## src/rtl/core/sal_pkg.sv

```systemverilog
// shared types and constants for the shifting array list
// no dependencies; used by the interfaces, the element cell and the top level

package sal_pkg;

  localparam int unsigned ValueW = 32;
  localparam int unsigned ModeW  = 3;
  localparam int unsigned PosW   = 6;
  localparam int unsigned OutW   = 7;

  typedef enum logic [ModeW-1:0] {
    MODE_APPEND = 3'd0,
    MODE_INSERT = 3'd1,
    MODE_EDIT   = 3'd2,
    MODE_DELETE = 3'd3,
    MODE_FIND   = 3'd4
  } mode_e;

  typedef enum logic [1:0] {
    ST_OK   = 2'd0,
    ST_IDX  = 2'd1,
    ST_FULL = 2'd2
  } status_e;

  // found_position when nothing matched or the word was not a find
  localparam logic [OutW-1:0] FoundNone = {OutW{1'b1}};

  // broadcast control from the top level to every cell
  typedef struct packed {
    mode_e mode;
    logic  apply;       // checked update, applied this cycle
    logic  find_load;   // capture compare result into the match flags
    logic  scan_shift;  // move the match flags one cell towards the head
  } cell_ctrl_t;

endpackage

```

## src/rtl/core/sal_cell.sv

```systemverilog
// one element cell of the list: holds a value and a match flag
// depends on sal_pkg; neighbours hand data in from both sides

module sal_cell import sal_pkg::*; #(
  parameter int unsigned CmpW = 7,
  parameter int unsigned Idx  = 0
) (
  input  logic              clk_i,
  input  logic              rst_ni,
  input  cell_ctrl_t        ctrl_i,
  input  logic [CmpW-1:0]   pos_i,
  input  logic [CmpW-1:0]   count_i,
  input  logic [ValueW-1:0] value_i,
  input  logic [ValueW-1:0] left_i,
  input  logic [ValueW-1:0] right_i,
  input  logic              match_right_i,
  output logic [ValueW-1:0] data_o,
  output logic              match_o
);

  localparam logic [CmpW-1:0] MyIdx = CmpW'(Idx);

  logic [ValueW-1:0] data_q, data_d;
  logic              match_q, match_d;

  always_comb begin
    data_d = data_q;
    if (ctrl_i.apply) begin
      case (ctrl_i.mode)
        MODE_APPEND: begin
          if (MyIdx == count_i) data_d = value_i;
        end
        MODE_INSERT: begin
          if (MyIdx == pos_i) data_d = value_i;
          else if (MyIdx > pos_i) data_d = left_i;
        end
        MODE_EDIT: begin
          if (MyIdx == pos_i) data_d = value_i;
        end
        MODE_DELETE: begin
          if (MyIdx >= pos_i) data_d = right_i;
        end
        default: ;
      endcase
    end
  end

  always_comb begin
    match_d = match_q;
    if (ctrl_i.find_load) begin
      match_d = (data_q == value_i) && (MyIdx < count_i);
    end else if (ctrl_i.scan_shift) begin
      match_d = match_right_i;
    end
  end

  always_ff @(posedge clk_i) begin
    data_q <= data_d;
  end

  always_ff @(posedge clk_i or negedge rst_ni) begin
    if (!rst_ni) begin
      match_q <= 1'b0;
    end else begin
      match_q <= match_d;
    end
  end

  assign data_o  = data_q;
  assign match_o = match_q;

endmodule

```

## config.mk

```make
export PLATFORM = sky130hd
export DESIGN_NAME = sal_cell
export DESIGN_NICKNAME = d
export VERILOG_FILES = /design/src/rtl/core/sal_pkg.sv /design/src/rtl/core/sal_cell.sv
export SDC_FILE = /design/constraint.sdc
export NUM_CORES = 1
export LEC_CHECK = 0
export ABC_AREA = 1
export BUFFER_PORTS_ARGS = -buffer_cell sky130_fd_sc_hd__buf_4
export CAP_MARGIN = 20
export CORE_UTILIZATION = 40
export CTS_BUF_LIST = sky130_fd_sc_hd__clkbuf_4 sky130_fd_sc_hd__clkbuf_8
export DETAILED_ROUTE_END_ITERATION = 16
export PLACE_DENSITY = 0.72
export SLEW_MARGIN = 20
export SYNTH_ARGS = -nofsm -noshare
export SYNTH_HDL_FRONTEND = slang
export SYNTH_SLANG_ARGS = --single-unit
```

## constraint.sdc

```tcl
create_clock -name clk_i -period 1.19 [get_ports clk_i]
set_input_delay 0.2975 -clock clk_i [delete_from_list [all_inputs] [get_ports clk_i]]
set_output_delay 0.2975 -clock clk_i [all_outputs]
set_load 0.02 [all_outputs]
```

# == Yosys cells after proc, flatten, opt, wreduce, memory -nomap -nowiden ==
# Index checks and enable logic that the tools add are counted.
# totals
ff_bits,33
latch_bits,0
mem_bits_rw,0
romBits,0
inputBits,119
out_inout_bits,33
word_cells,28
memories,0
# classes
n_addsub,0
mul,0
n_div,0
n_lt_le_gt_ge,3
eq_ne,8
shifts,0
muxes,8
bitwise_logic,0
reduce_logical,7
# ops
cell,n
2-to-1 mux 32 bit,5
case mux 32 bit (4 select lines),1
equality test 32 bit,1
logical NOT 7 bit,2
greater-or-equal comparator 1 x 7 -> 1 bit (first input constant),1
> comparator 1 x 7 -> 1 bit (first input constant),1
less-than comparator 1 x 7 -> 1 bit (first input constant),1
equality test 3 x 2 -> 1 bit (second input constant),2
!= test 2 bit (second input constant),3
AND reduction 6 bit,1
nonzero test 4 bit,1
equality test 3 x 1 -> 1 bit (second input constant),1
logical NOT 3 bit,1
!= test 3 bit (second input constant),1
2-to-1 mux 1 bit,2
nonzero test 2 bit,1
logical AND 1 bit,1

# == Depth between registers and ports, before layout ==
# logic_depth
depth_word,4
ltp_mapped,10

# == Worst setup path after synthesis ==
# No wires, ideal clock.
# synth_path
path_type,input -> register
startpoint,in pos_i[0]
endpoint,"reg data_q[0], in the netlist data_o[0], enable pin"
setup_ns,0.432
arrival_ns,2.672
setup_slack_ns,-1.914
path_stages,6
path_buffers,2
path_cell_list,or3_4 nor2_4 buf_6 buf_8 inv_2 a21oi_1
# synth_between
elab_chain_len,3
# synth_rtl
item,line_no,text
"start, declared",sal_cell.sv:11,"input logic [CmpW-1:0] pos_i,"
> comparator 1 x 7 -> 1 bit (tied with other cells),sal_cell.sv:35,else if (MyIdx > pos_i) data_d = left_i;
!= test 3 bit (no line) or != test 2 bit (tied branches),--,
AND reduction 6 bit (no line) (*),--,
"end signal, assigned",sal_cell.sv:58,data_q <= data_d;
"end, declared",sal_cell.sv:23,"logic [ValueW-1:0] data_q, data_d;"
# Every way passes the cells marked *; elsewhere a longest branch is shown, timed or not.
# A chain may end at the register's enable or synchronous reset.

# == Final worst setup path ==
# layout_path
startpoint,in pos_i[0]
endpoint,"reg data_q[9], in the netlist data_o[9] (data pin)"
# layout_between
elab_chain_len,3
# layout_rtl
item,line_no,text
logical NOT 7 bit,sal_cell.sv:34,if (MyIdx == pos_i) data_d = value_i;
2-to-1 mux 32 bit,sal_cell.sv:34,
case mux 32 bit (4 select lines),sal_cell.sv:29,case (ctrl_i.mode)
# No other way between the ends.

==> impl_metrics.tcl <==
set metrics [dict create \
    worst_ep_arrival_time_ps 1490 \
    grt_pass1_vias 3459 \
    hold_viol 0 \
    maxCapViolations 0 \
    die_x_um 88.4 \
    wl_mm 11.4 \
    start_kind "primary input" \
    status "finished with violations" \
    htreeDepth 2 \
    holdPathEnd "match_o$_DFFE_PN0P_" \
    final_max_slew_viol_count 0 \
    slew_headroom_pct 72.5 \
    synth_top_family_by_area "simple AND/OR/NAND/NOR gates" \
    synth-simple-area-share_pct 32.7 \
    rr_endpoint "match_o$_DFFE_PN0P_" \
    antenna_cells 0 \
    synthMuxAreaShare_pct 0 \
    clkTransAtPathRegs_ps 70 \
    nets 731 \
    grt_pass1_wl_mm 16.1 \
    hp-start "match_right_i" \
    r2r_slack_ps -70 \
    syn_avg_cell_area_um2 7.11 \
    cts_sinks 33 \
    area_delta_synth_final_pct 76.1 \
    clk_latency_ps 290 \
    ant_nets 0 \
    numPortBuffers 151 \
    power.share.clock_pct 27.8 \
    grt-ovfl-total 0 \
    power_mw 3.41 \
    final_cell_mix "buf_4, nand2_1, inv_1" \
    criticalPathCategory "in -> reg" \
    peakVddDrop_mv 0.445 \
    p_switching_mw 0.983 \
    fin_ws_ps -266 \
    io_pins 152 \
    fin_skew_ps 7.16 \
    postSynthCellCount 420 \
    synthAdderAreaFrac_pct 0 \
    yosysUniqueCellTypes 25 \
    end_kind "register" \
    viasPerCell 5.04 \
    setup_viol 75 \
    syn_area_um2 2990 \
    sequentialPowerShare_pct 39.8 \
    min_path_type "in -> reg" \
    final_common_cell "buf_4" \
    power.share.switching_pct 28.8 \
    dieHeight_um 88.4 \
    die-area_um2 7820 \
    synth_seq_cells 33 \
    rows 31 \
    tns_ps -15870 \
    r2r-start "data_o[30]$_DFFE_PP_" \
    rsz0062_at_grt "yes" \
    drt_pass1_iterations 5 \
    syn_nets 539 \
    cts_tree "built" \
    drive_gt1_share_pct 51.5 \
    violations "negative setup slack" \
    drt-initial-drc-count 206 \
    fin_crit_sh_pct 122 \
    intPower_mw 2.43 \
    coreArea_um2 7250 \
    synth_compound_area_share_pct 18.9 \
    cp_max_fo 6 \
    max_clock_freq_ghz 0.687 \
    power_density_nw_per_um2 649 \
    dr_total_vias 3590 \
    p_leak_nw 2.52 \
    fin_crit_ps 1460 \
    clockBufferDepth 2 \
    synth_xor_area_share_pct 3.22 \
    yosysSeqAreaShare_pct 33.0 \
    cts_root_buffer "clkbuf_8" \
    dp_hpwl_mm 7.18 \
    grt_use_total_pct 27.2 \
    cts_made_buffers 5 \
    yosysWarningCount 0 \
    required_ps 1220 \
    tightest_slew_ps 408 \
    antenna_found_initial 0 \
    globalplace.congestion 0.834 \
    p_comb_share_pct 32.4 \
    grt_max_degree 34 \
    wl_per_cell_um 16.0 \
    min_path_cells 3 \
    filler_cell_count 560 \
    worstRegToRegCells 8 \
    start_util_pct 41.2 \
    drc 0 \
]
-- synthesized netlist by cell type --
cell type / count / share of area, %
o21bai_2: 29 / 11
dfrtp_1: 1 / 0.84
inv_1: 58 / 7.3
nor2_2: 30 / 6.3
nor2_4: 1 / 0.38
xnor2_1: 10 / 2.9
or3_4: 1 / 0.38
inv_2: 2 / 0.25
xor2_1: 1 / 0.29
o211ai_1: 1 / 0.25
nor3_2: 1 / 0.34
o21bai_1: 3 / 0.75
buf_1: 2 / 0.25
o21ai_0: 39 / 6.5
nand2_1: 128 / 16
a21oi_1: 1 / 0.17
buf_6: 3 / 1.1
edfxtp_1: 32 / 32
or2_1: 1 / 0.21
a21boi_0: 1 / 0.25
buf_8: 3 / 1.5
nand3_1: 37 / 6.2
nor2_1: 23 / 2.9
buf_2: 5 / 0.84
clkbuf_1: 7 / 0.88
-- cells by family after synthesis --
| logic type | Yosys count |
|---|---|
| flops | 33 |
| buf+inv | 80 |
| simple gates | 222 |
| xor+xnor | 11 |
| compound gates | 74 |
-- worst max-delay path, stage by stage --
cell      delay, ps
buf_6            90
or3_4           380
nor2_4          140
buf_6           150
buf_12          100
buf_12          130
nand2_4          50
nand2_2          70
o21bai_2         80
-- registers in the layout, summed over array words and instances, names as in the netlist --
| name | count |
|---|---|
| data_o | 32 |
| match_o | 1 |
-- through the flow --
step	utilization [%]	hold slack (ps)	instances	setup slack, ps	area, µm²
finish	72.5	248	712	-266	5260
global route	72.5	258	712	-296	5260
CTS	69.4	249	707	-221	5030
detailed placement	61.0	73.0	679	-562	4420
global placement	61.0	72.8	679	-500	4420
floorplan	-	1.91	420	-897	3010
-- routing by layer --
metal	routed length, µm	global-route usage [%]
met1	4320	33.3
met2	5930	49.3
met3	868	4.48
met4	263	7.33
met5	0	0
-- worst max path at each step --
stage                            to  slack (ps)     start  cells after the start
2_1_floorplan   data_o[0]$_DFFE_PP_        -900  pos_i[0]                      6
3_3_place_gp   data_o[31]$_DFFE_PP_        -500  pos_i[0]                      7
3_5_place_dp   data_o[31]$_DFFE_PP_        -560  pos_i[0]                      7
4_1_cts        data_o[15]$_DFFE_PP_        -220  pos_i[0]                      7
5_1_grt         data_o[1]$_DFFE_PP_        -300  pos_i[0]                      9
6_report        data_o[9]$_DFFE_PP_        -270  pos_i[0]                      9
-- final cells by class --
class / instances / area (µm²) / area share [%]
clock inverter: 1 / 7.51 / 0.143
clock buffer: 7 / 90.1 / 1.71
inverter: 60 / 228 / 4.33
timing repair buffer: 205 / 1970 / 37.4
sequential: 33 / 986 / 18.7
multi-input combinational: 307 / 1860 / 35.3
tap: 99 / 124 / 2.35
-- power groups by stage --
stage,sequential [mW],clock [mW],combinational (mW)
after global routing,1.36,0.999,1.20
after floorplan,1.42,0,0.417
final,1.36,0.949,1.10
after global placement,1.38,0,0.970
after CTS,1.36,0.955,1.05
after detailed placement,1.38,0,0.993
-- repair_timing --
| item | CTS | global route |
|---|---|---|
| resized for setup | 68 | 49 |
| hold endpoints to repair | 1 | 0 |
| setup buffers | 14 | 5 |
| hold buffers | 1 | 0 |
| pin swaps | 3 | 5 |
| cloned | 5 | 2 |
| setup endpoints to repair | 87 | 97 |
Power figures use the tool's default switching activity.
